### src/hw/rtl/rlc_pkg.sv
// Shared types, constants and tables of the square-arena lidar ray caster.
package rlc_pkg;

  // Field and register widths.
  localparam int COORD_W     = 16;
  localparam int ANGLE_W     = 16;
  localparam int RANGE_W     = 13;
  localparam int BCNT_W      = 7;
  localparam int IDX_W       = 6;
  localparam int CFG_IDX_W   = 2;
  localparam int MAX_BEAMS   = 64;
  localparam int QUEUE_DEPTH = 4;

  // Register reset values.
  localparam logic [BCNT_W-1:0]  BEAM_CNT_RST  = 7'd20;
  localparam logic [RANGE_W-1:0] MAX_RANGE_RST = 13'd5039;
  localparam logic [RANGE_W-1:0] HALF_RST      = 13'd1536;

  // Register indexes on the configuration port.
  localparam logic [CFG_IDX_W-1:0] CFG_BEAM_COUNT = 2'd0;
  localparam logic [CFG_IDX_W-1:0] CFG_MAX_RANGE  = 2'd1;
  localparam logic [CFG_IDX_W-1:0] CFG_ARENA_HALF = 2'd2;

  // One beam handed from the front to the back.
  typedef struct packed {
    logic signed [COORD_W-1:0] px;
    logic signed [COORD_W-1:0] py;
    logic [ANGLE_W-1:0]        ang;
    logic [IDX_W-1:0]          idx;
    logic                      last;
  } beam_t;

  // Whole part of one turn divided by the beam count, indexed by count minus one.
  localparam logic [16:0] STEP_TBL [MAX_BEAMS] = '{
    17'(65536/1),  17'(65536/2),  17'(65536/3),  17'(65536/4),
    17'(65536/5),  17'(65536/6),  17'(65536/7),  17'(65536/8),
    17'(65536/9),  17'(65536/10), 17'(65536/11), 17'(65536/12),
    17'(65536/13), 17'(65536/14), 17'(65536/15), 17'(65536/16),
    17'(65536/17), 17'(65536/18), 17'(65536/19), 17'(65536/20),
    17'(65536/21), 17'(65536/22), 17'(65536/23), 17'(65536/24),
    17'(65536/25), 17'(65536/26), 17'(65536/27), 17'(65536/28),
    17'(65536/29), 17'(65536/30), 17'(65536/31), 17'(65536/32),
    17'(65536/33), 17'(65536/34), 17'(65536/35), 17'(65536/36),
    17'(65536/37), 17'(65536/38), 17'(65536/39), 17'(65536/40),
    17'(65536/41), 17'(65536/42), 17'(65536/43), 17'(65536/44),
    17'(65536/45), 17'(65536/46), 17'(65536/47), 17'(65536/48),
    17'(65536/49), 17'(65536/50), 17'(65536/51), 17'(65536/52),
    17'(65536/53), 17'(65536/54), 17'(65536/55), 17'(65536/56),
    17'(65536/57), 17'(65536/58), 17'(65536/59), 17'(65536/60),
    17'(65536/61), 17'(65536/62), 17'(65536/63), 17'(65536/64)
  };

  // Horner coefficients of the quarter-turn sine, innermost first after 11.
  localparam logic [17:0] SIN_INIT = 18'd11;
  localparam logic [17:0] SIN_COEF [4] = '{18'd307, 18'd5223, 18'd42333, 18'd102944};

endpackage

### src/hw/rtl/rlc_fifo.sv
// Short queue of beam records between the front and the back.
module rlc_fifo #(
  parameter int DEPTH = rlc_pkg::QUEUE_DEPTH
) (
  input  logic           clk,
  input  logic           rst_n,
  input  logic           push,
  input  rlc_pkg::beam_t push_item,
  output logic           full,
  input  logic           pop,
  output rlc_pkg::beam_t head,
  output logic           nonempty
);
  import rlc_pkg::*;

  localparam int PTR_W = (DEPTH > 1) ? $clog2(DEPTH) : 1;
  localparam int CNT_W = $clog2(DEPTH + 1);

  beam_t              mem [DEPTH];
  logic [PTR_W-1:0]   wr_r, wr_nxt, rd_r, rd_nxt;
  logic [CNT_W-1:0]   cnt_r, cnt_nxt;

  assign full     = cnt_r == CNT_W'(DEPTH);
  assign nonempty = cnt_r != '0;
  assign head     = mem[rd_r];

  // Pointer and fill count update.
  always_comb begin
    wr_nxt  = wr_r;
    rd_nxt  = rd_r;
    cnt_nxt = cnt_r;
    if (push) begin
      wr_nxt = (wr_r == PTR_W'(DEPTH - 1)) ? '0 : wr_r + 1'b1;
    end
    if (pop) begin
      rd_nxt = (rd_r == PTR_W'(DEPTH - 1)) ? '0 : rd_r + 1'b1;
    end
    if (push && !pop) begin
      cnt_nxt = cnt_r + 1'b1;
    end else if (pop && !push) begin
      cnt_nxt = cnt_r - 1'b1;
    end
  end

  always_ff @(posedge clk) begin
    if (!rst_n) begin
      wr_r  <= '0;
      rd_r  <= '0;
      cnt_r <= '0;
    end else begin
      wr_r  <= wr_nxt;
      rd_r  <= rd_nxt;
      cnt_r <= cnt_nxt;
    end
  end

  always_ff @(posedge clk) begin
    if (push) begin
      mem[wr_r] <= push_item;
    end
  end

endmodule

### config.mk
export PLATFORM = sky130hd
export DESIGN_NAME = rlc_fifo
export DESIGN_NICKNAME = d
export VERILOG_FILES = /design/src/hw/rtl/rlc_pkg.sv /design/src/hw/rtl/rlc_fifo.sv
export SDC_FILE = /design/constraint.sdc
export NUM_CORES = 1
export LEC_CHECK = 0
export BUFFER_PORTS_ARGS = -buffer_cell sky130_fd_sc_hd__clkbuf_2
export CORE_ASPECT_RATIO = 1.5
export CORE_MARGIN = 5
export CORE_UTILIZATION = 51
export DETAILED_ROUTE_END_ITERATION = 7
export PLACE_DENSITY = 0.75
export SLEW_MARGIN = 20
export SYNTH_ARGS = -nofsm -noshare
export SYNTH_HDL_FRONTEND = slang
export SYNTH_SLANG_ARGS = --single-unit
### constraint.sdc
create_clock -name clk -period 2.1 [get_ports clk]
set_input_delay 0 -clock clk [delete_from_list [all_inputs] [get_ports clk]]
set_output_delay 0 -clock clk [all_outputs]
set_load 0.01 [all_outputs]
==> results.md <==
* WP data required at 2.10 ns
* Final non-filler cell area at 10,540 sq um
* Final nets at 595
* Simple-Gate Fraction of Synth Area at 1.079%
* GRT overflow at 0
* Area delta synth->final at 24.57%
* R2R cell count at 4
* CP max FO at 13
* Die area at 19,330 sq um
* Wire per inst at 20.57 um
* Most common cell after layout, fill and taps aside: edfxtp_1
* Fmax at 512.9 MHz
* Top-area cell type share of the netlist area at 78.05%
* Critical path data arrival time at 1.95 ns
* Drt initial violations at 196
* CTS tree: yes
* Pwr Density at 902.3 nW/um^2
* Largest net degree at the start of global routing at 56
* Synth Area per Inst at 25.57 sq um
* Final setup margin at 0.1505 ns
* Mapped Nets at 397
* Post-synthesis compound-gate area fraction at 0.2365%
* CP Capture Type: primary output
* Fraction of layout instances using a drive strength above 1 at 38.56%
* Die Width at 115.2 um
* Yosys top cell by area: edfxtp_1
* Post-DP HPWL at 9.533 mm
* Worst min-delay path class: input port to flop
* Slowest stage delay, CP at 0.54 ns
* Mux cell area share after synthesis at 15.33%
* Register area share after synthesis at 80.18%
* WL final at 15.43 mm
* Cells after Synth at 331
* RSZ-0062 raised after global routing: no
* Core ar. at 16,260 sq um
* Yosys cell types at 23
* Yosys warnings at 0
* Most frequent cells in the layout: edfxtp_1 (220), clkbuf_2 (115), dlygate4sd3_1 (59), mux4_2 (50), clkbuf_16 (21)
* Clk buf depth at 3
* Combinational family with the most area after synthesis: multiplexers
* Clock Latency Late Sink at 0.48 ns
* Clk_skew at 0.01243 ns
* Slew margin rel. at 71.00%
* DRT antenna net count at 0
* Setup TNS at 0 ns
* Worst-path cell chain: buf_4 > mux4_2 > clkbuf_2
* Fin. max-slew vios at 0
* GP Congestion at 0.6960
* TritonCTS Sinks at 229
* Pre-antenna DRT Iters at 6
* Synth area leaders: edfxtp_1 (78%), mux4_2 (13%), dfxtp_1 (2.1%)
* First-pass GRT wire length at 24.43 mm
* Least-Margin Pin Slew at 0.4349 ns
* Antenna violations before repair at 0
* Status: completed
* Initial core utilization at 52.05%
* Worst-path clk slew at 0.06 ns
* Vias/cell at 5.309
* Crit-path slowest cell: dfxtp_4
* PortBufs at 115
* Min Tclk post-route at 1.950 ns
* Dpl cell area at 9339 sq um
* Worst vdd ir at 0.5610 mV
* GRT Resource Usage Total at 16.43%
* XOR/XNOR Fraction of Synth Area at 0.2069%
* Total CTS buffers at 20
* Drt drc at 0
* # Max-Cap Violations at 0
* Clock Root Buffer: clkbuf_16
* Seq cells post-synth at 229
* H-tree Lvls at 1
* Hold path depth at 2
* IO Count at 116
* Core Rows at 57
* CP Class: flop to primary output
* Final Util at 64.84%
* Post-Syn Area at 8464 sq um
* Synth Area in Adders at 1.123%
* CP Launch Type: flop
* Crit share post-route at 92.83%
* DR vias at 3,982
* Worst slack at placement at 0.3361 ns
* Vias in the first global route at 4,476
* Hold Fails Final Rpt at 0
* # setup viols final at 0
* Pleak at 0.003663 uW
* PostCTS Resize Cnt at 0
* Die height at 167.8 um
==> registers in the layout, indices dropped and copies added, names as in the netlist, named ones only <==
name   flops
cnt_r      3
mem      220
rd_r       2
wr_r       2
==> through the flow <==
| stage | hold slack (ns) | std cells | total power, uW |
|---|---|---|---|
| after floorplan | 0.09887 | 331 | 5899 |
| after global placement | 0.2145 | 653 | 6243 |
| after detailed placement | 0.2218 | 653 | 6290 |
| after CTS | 0.2646 | 748 | 9631 |
| after global routing | 0.2679 | 748 | 9936 |
| final | 0.2819 | 750 | 9513 |
==> per-layer routing <==
layer  global-route usage (%)  vias up  part of all wire (%)
li1                         -     1810                     -
met1                    20.55     2073                    37
met2                    29.31       80                    56
met3                    2.693       19                   4.4
met4                    4.852        0                   1.8
met5                        0        -                     0
==> power breakdown <==
group / internal [uW] / switching, uW / total [uW]
Sequential: 5230 / 69.3 / 5300
Clock: 1820 / 1430 / 3250
Combinational: 489 / 481 / 969
Total: 7540 / 1980 / 9510
==> worst max-delay path, delay by kind of cell (launching register included) <==
family | cells | cell delay, ns
multiplexers | 1 | 0.52
flip-flops | 1 | 0.54
buffers and inverters | 2 | 0.40
==> kinds of logic after synthesis <==
kind of cell / after synthesis
AOI/OAI and AO/OA: 3
xor gates and xnor gates: 2
adders and majority gates: 7
buffers and inverters: 16
DFF: 229
muxes: 59
and+or+nand+nor: 15
==> synth_stat cells, drive strengths merged <==
| master | number |
|---|---|
| o21ai | 1 |
| xor2 | 1 |
| clkbuf | 1 |
| or3 | 2 |
| dfxtp | 9 |
| nor2 | 1 |
| fa | 1 |
| a21boi | 1 |
| nor3 | 1 |
| nor3b | 1 |
| xnor2 | 1 |
| nor2b | 5 |
| ha | 6 |
| buf | 11 |
| mux4 | 55 |
| edfxtp | 220 |
| mux2i | 4 |
| o21a | 1 |
| inv | 4 |
| and2 | 5 |
==> timing repair <==
action | in CTS | in global routing
endpoints found under the setup margin | 32 | 0
endpoints found under the hold margin | 229 | 0
hold buffers | 59 | 0
setup buffers | 1 | 0
==> worst paths after layout <==
kind,slack (ns),from,end
setup / recovery,0.15,flop,head[2]
hold reg to reg,0.54,rd_r[1],flop
hold / removal,0.28,push_item[50],mem[3][50]
setup reg to reg,0.37,wr_r[0],mem[0][50]
==> area by class of cell <==
| type | instances | area (sq um) |
|---|---|---|
| well taps | 206 | 257.7 |
| clock inverters | 9 | 37.54 |
| fillers | 1135 | 5717 |
| multi-input cells | 86 | 1526 |
| inverters | 4 | 15.01 |
| diodes | 2 | 5.005 |
| repair buffers | 188 | 1366 |
| clock buffers | 26 | 544.3 |
| flip-flops and latches | 229 | 6792 |
Note: power is estimated with default switching activity, not from simulation.
