**src/hw/rtl/rlc_pkg.sv**
```systemverilog
// Shared types, constants and tables of the square-arena lidar ray caster.
package rlc_pkg;

  // Field and register widths.
  localparam int COORD_W     = 16;
  localparam int ANGLE_W     = 16;
  localparam int RANGE_W     = 13;
  localparam int BCNT_W      = 7;
  localparam int IDX_W       = 6;
  localparam int CFG_IDX_W   = 2;
  localparam int MAX_BEAMS   = 64;
  localparam int QUEUE_DEPTH = 4;

  // Register reset values.
  localparam logic [BCNT_W-1:0]  BEAM_CNT_RST  = 7'd20;
  localparam logic [RANGE_W-1:0] MAX_RANGE_RST = 13'd5039;
  localparam logic [RANGE_W-1:0] HALF_RST      = 13'd1536;

  // Register indexes on the configuration port.
  localparam logic [CFG_IDX_W-1:0] CFG_BEAM_COUNT = 2'd0;
  localparam logic [CFG_IDX_W-1:0] CFG_MAX_RANGE  = 2'd1;
  localparam logic [CFG_IDX_W-1:0] CFG_ARENA_HALF = 2'd2;

  // One beam handed from the front to the back.
  typedef struct packed {
    logic signed [COORD_W-1:0] px;
    logic signed [COORD_W-1:0] py;
    logic [ANGLE_W-1:0]        ang;
    logic [IDX_W-1:0]          idx;
    logic                      last;
  } beam_t;

  // Whole part of one turn divided by the beam count, indexed by count minus one.
  localparam logic [16:0] STEP_TBL [MAX_BEAMS] = '{
    17'(65536/1),  17'(65536/2),  17'(65536/3),  17'(65536/4),
    17'(65536/5),  17'(65536/6),  17'(65536/7),  17'(65536/8),
    17'(65536/9),  17'(65536/10), 17'(65536/11), 17'(65536/12),
    17'(65536/13), 17'(65536/14), 17'(65536/15), 17'(65536/16),
    17'(65536/17), 17'(65536/18), 17'(65536/19), 17'(65536/20),
    17'(65536/21), 17'(65536/22), 17'(65536/23), 17'(65536/24),
    17'(65536/25), 17'(65536/26), 17'(65536/27), 17'(65536/28),
    17'(65536/29), 17'(65536/30), 17'(65536/31), 17'(65536/32),
    17'(65536/33), 17'(65536/34), 17'(65536/35), 17'(65536/36),
    17'(65536/37), 17'(65536/38), 17'(65536/39), 17'(65536/40),
    17'(65536/41), 17'(65536/42), 17'(65536/43), 17'(65536/44),
    17'(65536/45), 17'(65536/46), 17'(65536/47), 17'(65536/48),
    17'(65536/49), 17'(65536/50), 17'(65536/51), 17'(65536/52),
    17'(65536/53), 17'(65536/54), 17'(65536/55), 17'(65536/56),
    17'(65536/57), 17'(65536/58), 17'(65536/59), 17'(65536/60),
    17'(65536/61), 17'(65536/62), 17'(65536/63), 17'(65536/64)
  };

  // Horner coefficients of the quarter-turn sine, innermost first after 11.
  localparam logic [17:0] SIN_INIT = 18'd11;
  localparam logic [17:0] SIN_COEF [4] = '{18'd307, 18'd5223, 18'd42333, 18'd102944};

endpackage

```
**src/hw/rtl/rlc_front.sv**
```systemverilog
// Front end: accepts a pose and issues one beam record per cycle while the queue is not full.
module rlc_front (
  input  logic                          clk,
  input  logic                          rst_n,
  input  logic [rlc_pkg::BCNT_W-1:0]    beam_count,
  input  logic                          in_valid,
  output logic                          in_ready,
  input  logic signed [rlc_pkg::COORD_W-1:0] in_pose_x,
  input  logic signed [rlc_pkg::COORD_W-1:0] in_pose_y,
  input  logic [rlc_pkg::ANGLE_W-1:0]   in_heading,
  output logic                          push,
  output rlc_pkg::beam_t                push_item,
  input  logic                          full
);
  import rlc_pkg::*;

  logic                      busy_r, busy_nxt;
  logic signed [COORD_W-1:0] px_r, py_r;
  logic [ANGLE_W-1:0]        head_r;
  logic [IDX_W-1:0]          idx_r, idx_nxt;
  logic [BCNT_W-1:0]         n_r, n_nxt;
  logic [16:0]               q_r, q_nxt;
  logic [BCNT_W-1:0]         r_r, r_nxt;
  logic [16:0]               stq_r, stq_nxt;
  logic [BCNT_W-1:0]         str_r, str_nxt;
  logic                      accept, last;
  logic [BCNT_W-1:0]         n_eff, r_sum;
  logic [23:0]               qn;

  // Beam count with zero raised to one and large counts saturated.
  always_comb begin
    if (beam_count == '0) begin
      n_eff = BCNT_W'(1);
    end else if (beam_count > BCNT_W'(MAX_BEAMS)) begin
      n_eff = BCNT_W'(MAX_BEAMS);
    end else begin
      n_eff = beam_count;
    end
  end

  assign qn      = 24'(STEP_TBL[IDX_W'(n_eff - 1'b1)]) * 24'(n_eff);
  assign last    = ({1'b0, idx_r} + 7'd1) == n_r;
  assign push    = busy_r && !full;
  assign in_ready = !busy_r || (push && last);
  assign accept  = in_valid && in_ready;
  assign r_sum   = r_r + str_r;

  assign push_item.px   = px_r;
  assign push_item.py   = py_r;
  assign push_item.ang  = head_r + q_r[ANGLE_W-1:0];
  assign push_item.idx  = idx_r;
  assign push_item.last = last;

  // Beam angle accumulator: quotient and remainder of i turns over n.
  always_comb begin
    busy_nxt = busy_r;
    idx_nxt  = idx_r;
    n_nxt    = n_r;
    q_nxt    = q_r;
    r_nxt    = r_r;
    stq_nxt  = stq_r;
    str_nxt  = str_r;
    if (push) begin
      if (last) begin
        busy_nxt = 1'b0;
      end else begin
        idx_nxt = idx_r + 1'b1;
        if (r_sum >= n_r) begin
          r_nxt = r_sum - n_r;
          q_nxt = q_r + stq_r + 17'd1;
        end else begin
          r_nxt = r_sum;
          q_nxt = q_r + stq_r;
        end
      end
    end
    if (accept) begin
      busy_nxt = 1'b1;
      idx_nxt  = '0;
      n_nxt    = n_eff;
      q_nxt    = '0;
      r_nxt    = '0;
      stq_nxt  = STEP_TBL[IDX_W'(n_eff - 1'b1)];
      str_nxt  = BCNT_W'(24'd65536 - qn);
    end
  end

  always_ff @(posedge clk) begin
    if (!rst_n) begin
      busy_r <= 1'b0;
    end else begin
      busy_r <= busy_nxt;
    end
  end

  // Pose and step registers.
  always_ff @(posedge clk) begin
    idx_r <= idx_nxt;
    n_r   <= n_nxt;
    q_r   <= q_nxt;
    r_r   <= r_nxt;
    stq_r <= stq_nxt;
    str_r <= str_nxt;
    if (accept) begin
      px_r   <= in_pose_x;
      py_r   <= in_pose_y;
      head_r <= in_heading;
    end
  end

endmodule

```
**config.mk**
```make
export PLATFORM = sky130hd
export DESIGN_NAME = rlc_front
export DESIGN_NICKNAME = d
export VERILOG_FILES = /design/src/hw/rtl/rlc_pkg.sv /design/src/hw/rtl/rlc_front.sv
export SDC_FILE = /design/constraint.sdc
export NUM_CORES = 1
export LEC_CHECK = 0
export ABC_AREA = 1
export BUFFER_PORTS_ARGS = -buffer_cell sky130_fd_sc_hd__buf_2
export CORE_AREA = 8 8 146 148
export CTS_CLUSTER_DIAMETER = 30
export DETAILED_ROUTE_END_ITERATION = 7
export DIE_AREA = 0 0 154 156
export HOLD_SLACK_MARGIN = 0.12
export MAX_ROUTING_LAYER = met4
export PLACE_DENSITY = 0.62
export SKIP_CTS_REPAIR_TIMING = 1
export SYNTH_ARGS = -nofsm -noshare
export SYNTH_HDL_FRONTEND = slang
export SYNTH_SLANG_ARGS = --single-unit
```
**constraint.sdc**
```tcl
create_clock -name clk -period 19.83 [get_ports clk]
set_clock_uncertainty 0.2 [all_clocks]
set_input_delay 5.949 -clock clk [delete_from_list [all_inputs] [get_ports clk]]
set_output_delay 5.949 -clock clk [all_outputs]
set_load 0.05 [all_outputs]
```
==> results.txt, run 1 <==
Status -> finished clean
Final hold vios -> 0
Worst-case clock buffer depth -> 2
Cell Area, Placed -> 9160 µm²
Io pins -> 116
Clock sink total -> 108
CP arrival -> 6.52 ns
Netlist cell types -> 51
Final Instance Area -> 9480 µm²
Post-synth net total -> 1199
Initial DRT Pass Iterations -> 5
Die Ht -> 156 µm
Pint -> 0.552 mW
Total Die Area -> 24000 µm²
Syn Std Cell Area -> 8400 µm²
Worst r2r src -> str_r[0]
Top cell by count, worst path -> buf_2
GRT overflow -> 0
Clock share of power -> 0.188
Post-route antenna net violation count -> 0
Number of global-route vias before repair -> 6799
Sequential share of power -> 0.286
GP Congestion -> 0.951
Layout cells sized above 1 -> 0.164
Synth Flop Type -> edfxtp_1
Peak supply drop -> 0.0000540 V
Avg WL per Cell -> 14.3 µm
CP max stage delay -> 0.29 ns
Commonest non-fill, non-tap cell in the layout -> nand2_1
Row count -> 51
Req. time, crit path -> 13.68 ns
Gate power share -> 0.526
Part of the Yosys area used for sequential elements -> 0.350
Crit. End Element -> output pin
DRC -> 0
Switch share -> 0.458
Setup CP Type -> in -> out
Core area -> 19100 µm²
Antenna violations before repair -> 0
Total track usage -> 0.172
Htree depth -> 3
Crit path cell chain -> buf_2 -> nor2_1 -> buf_2
Reg2reg setup slack -> 15.21 ns
Nets -> 1306
Vias -> 7205
Largest net degree at the start of global routing -> 87
Post-route clock period utilization -> 0.639
Avg Cell Area, Syn -> 7.96 µm²
Peak Freq -> 79.0 MHz
Slew @ Worst Pin -> 1.10 ns
Number of synthesized flops with an enable pin -> 78
Final WL -> 20100 µm
Worst skew pair latency -> 0.36 ns
Die X -> 154 µm
First-pass GRT wire length -> 33100 µm
RSZ-0062 raised after global routing -> no
Mapped Cells -> 1055
Starting Density -> 0.440
Async SR Flop Fraction -> 0
R2r endpoint -> q_r[5]
CTS root buf -> clkbuf_16
Static Leakage -> 4.70 nW
Crit path max fanout -> 2
Number of CTS-inserted buffers -> 9
Setup TNS -> 0 ns
Worst r2r path cells -> 19
Type of the worst min-delay path -> reg -> reg
Pwr dens -> 107 nW/µm²
Final Slew Violations -> 0
Synthesis-stage register bit count -> 108
CP max-delay cell -> buf_2
DR vias/cell -> 5.13
CP Launch Point -> full
Area grow syn2layout -> 12.8%
IO Port Bufs -> 115
# Max-Cap Violations -> 0
Warnings from Yosys -> 0
Post-DP HPWL -> 15700 µm
Final setup violating endpoints -> 0
Startpoint class of the critical path -> primary input
Critical Path End -> push
CTS tree -> built
Antenna fix cells -> 0
P_sw -> 0.466 mW
Min Tclk post-route -> 12.66 ns
Reg clk slew, reported paths -> 0.07 ns
Starting DRT DRC Count -> 373
Commonest cells after routing, fill and taps aside -> 257 x nand2_1, 143 x inv_1, 115 x buf_2
Worst slew margin -> 0.264
## area by class of cell
cell class	instances	area, µm²
fillers	1861	9600
multi-input cells	772	4740
flip-flops and latches	108	2940
repair buffers	117	591
well taps	238	298
clock inverters	7	91.3
clock buffers	9	225
inverters	154	594
## layer usage
layer | up-vias | GRT usage | share of wire
li1 | 3695 | - | -
met2 | 198 | 0.275 | 0.44
met1 | 3290 | 0.223 | 0.49
met5 | - | - | 0
met4 | 0 | 0.0537 | 0.016
met3 | 22 | 0.0222 | 0.054
## power groups by stage
stage               combinational [mW]  sequential [mW]  clock, mW
CTS                              0.538            0.291      0.195
detailed placement               0.535            0.296          0
floorplan                        0.416            0.306          0
global route                     0.606            0.294      0.203
finish                           0.536            0.291      0.191
global placement                 0.530            0.295          0
## Yosys cell counts (2+ instances only)
library cell / n / share of area
o311ai_0: 2 / 0.0021
nand2_4: 8 / 0.011
nand2_2: 15 / 0.011
nor2_1: 79 / 0.035
nand2_1: 257 / 0.11
clkbuf_1: 10 / 0.0045
edfxtp_1: 78 / 0.28
xnor2_1: 12 / 0.013
nand3_1: 72 / 0.043
nand3b_1: 4 / 0.0036
inv_4: 3 / 0.0022
a31oi_1: 5 / 0.0037
o31ai_1: 5 / 0.0045
xor2_1: 44 / 0.046
o21ai_1: 2 / 0.0012
a21boi_0: 2 / 0.0018
xor2_4: 2 / 0.0066
buf_6: 5 / 0.0067
o21ai_2: 2 / 0.0021
a21o_1: 3 / 0.0027
o21ai_0: 52 / 0.031
o22ai_1: 2 / 0.0015
a211oi_1: 3 / 0.0027
inv_2: 7 / 0.0031
o211ai_1: 11 / 0.0098
a21oi_1: 55 / 0.033
nand4_1: 13 / 0.0097
inv_1: 143 / 0.064
buf_2: 4 / 0.0024
ha_1: 73 / 0.11
fa_1: 12 / 0.029
dfxtp_1: 30 / 0.071
buf_4: 2 / 0.0018
nor3_1: 9 / 0.0054
o21bai_1: 3 / 0.0027
nand3_2: 10 / 0.012
nor2_4: 2 / 0.0027
## critical path, delay by kind of cell
family / cells / cell delay (ns)
buf+inv: 2 / 0.40
simple gates: 1 / 0.16
## sequential cells by signal, indices dropped and copies added (netlist names)
signal  count
str_r       7
px_r       16
stq_r      16
idx_r       6
py_r       16
busy_r      1
r_r         7
q_r        16
n_r         7
head_r     16
## through the flow
stage                     setup WS, ns  instances  hold WS [ns]  utilization  power [mW]
after global routing              6.71       1405         0.343        0.497        1.10
after global placement            7.10       1389         0.293        0.480       0.826
after detailed placement          6.99       1389         0.304        0.480       0.831
after floorplan                   7.02       1055         0.262            -       0.722
after CTS                         7.16       1405         0.316        0.497        1.02
final                             7.17       1405         0.312        0.497        1.02
## cell families after synthesis
family | share of synthesized area
AO/OA/AOI/OAI | 0.102
flip-flops | 0.350
AND/OR/NAND/NOR | 0.257
buffers and inverters | 0.0859
adder cells (fa/ha/maj) | 0.137
XOR/XNOR | 0.0669
## how the worst min path moves through the flow
stage | slack (ns) | from | to | cells past startpoint
2_1_floorplan | 0.26 | q_r[6] | q_r[6] | 2
3_3_place_gp | 0.29 | busy_r | busy_r | 2
3_5_place_dp | 0.30 | busy_r | busy_r | 2
4_1_cts | 0.32 | busy_r | busy_r | 2
5_1_grt | 0.34 | busy_r | busy_r | 2
6_report | 0.31 | busy_r | busy_r | 2
Note: power is estimated with default switching activity, not from simulation.
==> run 2: changes to the inputs <==
Settings changed: PLACE_DENSITY 0.62 to 0.65.
Clock period 19.83 ns to 10.5 ns, I/O delays scaled along.
==> run 2 against run 1 <==
  * Design area shrank 0.18%
  * Routed wire length rose by 1.2%
  * Clock power grew 80%
  * Utilization down 0.092 points
  * Setup slack got worse by 6.2 ns
  * Cell count unchanged
  * Count of clock-buffer cells in the layout unchanged
  * Via count grew 0.71%
  * Combinational power rose by 90%
  * Highest routed layer unchanged
  * Critical path depth is 32 higher
==> results.txt, run 2 (same netlist as run 1, synthesis figures left out) <==
Status -> finished clean (unchanged)
Antenna fix cells -> 0 (unchanged)
Worst-case clock buffer depth -> 2 (unchanged)
Largest net degree at the start of global routing -> 58 (was 87)
CTS tree -> built (unchanged)
Vias -> 7256 (was 7205)
Layout cells sized above 1 -> 0.164 (unchanged)
Buf+Inv Stages, Crit Path -> 10 (was 2)
Peak Freq -> 105 MHz
Worst skew pair latency -> 0.36 ns (about the same)
R2r endpoint -> q_r[5] (unchanged)
CP max-delay cell -> ha_1 (was buf_2)
Area grow syn2layout -> 12.6% (was 12.8%)
Commonest non-fill, non-tap cell in the layout -> nand2_1 (unchanged)
Critical Path End -> str_r[6] (was push)
Total Die Area -> 24000 µm² (unchanged)
Slew @ Worst Pin -> 1.13 ns (was 1.10 ns)
Min Tclk post-route -> 9.49 ns
Starting Density -> 0.440 (unchanged)
CP max stage delay -> 0.63 ns (was 0.29 ns)
First-pass GRT wire length -> 33400 µm (was 33100 µm)
Final hold vios -> 0 (unchanged)
Type of the worst min-delay path -> reg -> reg (unchanged)
Nets -> 1306 (unchanged)
Pwr dens -> 202 nW/µm² (was 107 nW/µm²)
Worst r2r src -> str_r[0] (unchanged)
Antenna violations before repair -> 0 (unchanged)
Final Slew Violations -> 0 (unchanged)
Top cell by count, worst path -> nand2_1 (was buf_2)
Startpoint class of the critical path -> primary input (unchanged)
Reg2reg setup slack -> 5.98 ns (was 15.21 ns)
IO Port Bufs -> 115 (unchanged)
Crit. End Element -> flip-flop (was output pin)
Post-DP HPWL -> 16000 µm (was 15700 µm)
Total power -> 1.91 mW (was 1.02 mW)
RSZ-0062 raised after global routing -> no (unchanged)
Number of CTS-inserted buffers -> 9 (unchanged)
Avg WL per Cell -> 14.5 µm (was 14.3 µm)
FILL cells -> 1820 (was 1861)
CTS root buf -> clkbuf_16 (unchanged)
Post-route clock period utilization -> 0.904
Commonest cells after routing, fill and taps aside -> 257 x nand2_1, 143 x inv_1, 115 x buf_2 (unchanged)
DR vias/cell -> 5.16 (was 5.13)
Die X -> 154 µm (unchanged)
Static Leakage -> 4.70 nW (about the same)
Worst slew margin -> 0.248 (was 0.264)
# Max-Cap Violations -> 0 (unchanged)
Reg clk slew, reported paths -> 0.07 ns (about the same)
Initial DRT Pass Iterations -> 5 (unchanged)
Clock sink total -> 108 (unchanged)
Setup TNS -> 0 ns (unchanged)
Final setup violating endpoints -> 0 (unchanged)
Hold depth -> 2 (unchanged)
Final WL -> 20400 µm (was 20100 µm)
Post-route antenna net violation count -> 0 (unchanged)
Total track usage -> 0.174 (was 0.172)
Die Ht -> 156 µm (unchanged)
Peak supply drop -> 0.0000914 V (was 0.0000540 V)
Htree depth -> 3 (unchanged)
Worst r2r path cells -> 19 (unchanged)
Starting DRT DRC Count -> 565 (was 373)
Critical path depth -> 35 (was 3)
Core area -> 19100 µm² (unchanged)
DRC -> 0 (unchanged)
CP arrival -> 9.41 ns (was 6.52 ns)
Io pins -> 116 (unchanged)
GP Congestion -> 0.927 (was 0.951)
Crit path max fanout -> 18 (was 2)
CP Launch Point -> beam_count[6] (was full)
Setup CP Type -> in -> reg (was in -> out)
Family with the most delay on the worst path -> adder cells (was buffers and inverters)
Number of global-route vias before repair -> 6853 (was 6799)
Req. time, crit path -> 10.42 ns (was 13.68 ns)
GRT overflow -> 0 (unchanged)
Row count -> 51 (unchanged)
[run 2: cell count changes in the layout (fill, tap and decap cells not counted)]
cell and change:
bufinv_16 -1, inv_8 +1, clkinv_4 +1, clkinvlp_4 -1
[run 2: worst reg2reg max path, cell delays in order (launching register included)]
cell and delay, ns:
edfxtp_1 0.38, ha_1 0.22, fa_1 0.40, a31oi_1 0.23, inv_1 0.07, a21oi_1 0.13
nor2_1 0.05, nor2_1 0.13, xor2_1 0.19, inv_1 0.06, ha_1 0.33, nand2_1 0.10
a21oi_1 0.04, a211oi_1 0.18, nand3_1 0.58, inv_1 0.61, nor3_1 0.11, nand2_1 0.09
xor2_1 0.16, a21oi_1 0.08
[run 2: worst min-delay path by stage]
stage	startpoint	end
floorplan	q_r[6]	q_r[6]
global placement	busy_r	busy_r
detailed placement	busy_r	busy_r
CTS	busy_r	busy_r
global route	busy_r	busy_r
finish	busy_r	busy_r
[run 2: routing by layer]
layer | track usage | routed length [µm] | vias up
met5 | - | 0 | -
met4 | 0.0686 | 456 | 0
met3 | 0.0288 | 1110 | 34
met2 | 0.275 | 8920 | 200
met1 | 0.221 | 9870 | 3319
li1 | - | - | 3703
[run 2: stage by stage]
stage / setup slack [ns] / area, µm² / hold slack, ns / instances / utilization
finish: 1.01 / 9460 / 0.311 / 1405 / 0.496
detailed placement: 0.677 / 9160 / 0.301 / 1389 / 0.480
global route: 0.518 / 9460 / 0.352 / 1405 / 0.496
floorplan: 1.38 / 8400 / 0.262 / 1055 / -
global placement: 0.927 / 9160 / 0.294 / 1389 / 0.480
CTS: 1.05 / 9460 / 0.312 / 1405 / 0.496
[run 2: layout make-up]
class	instances	area [µm²]	share of cell area
clock buffer	9	225	0.0238
sequential	108	2940	0.311
inverter	154	594	0.0628
timing repair buffer	117	591	0.0624
tap	238	298	0.0315
clock inverter	7	73.8	0.00780
multi-input combinational	772	4740	0.501
[run 2: power breakdown]
group	internal (mW)	switching, mW	leakage (nW)	total [mW]
sequential	0.520	0.0291	0.998	0.549
clock	0.169	0.175	0.147	0.344
combinational	0.333	0.684	3.55	1.02
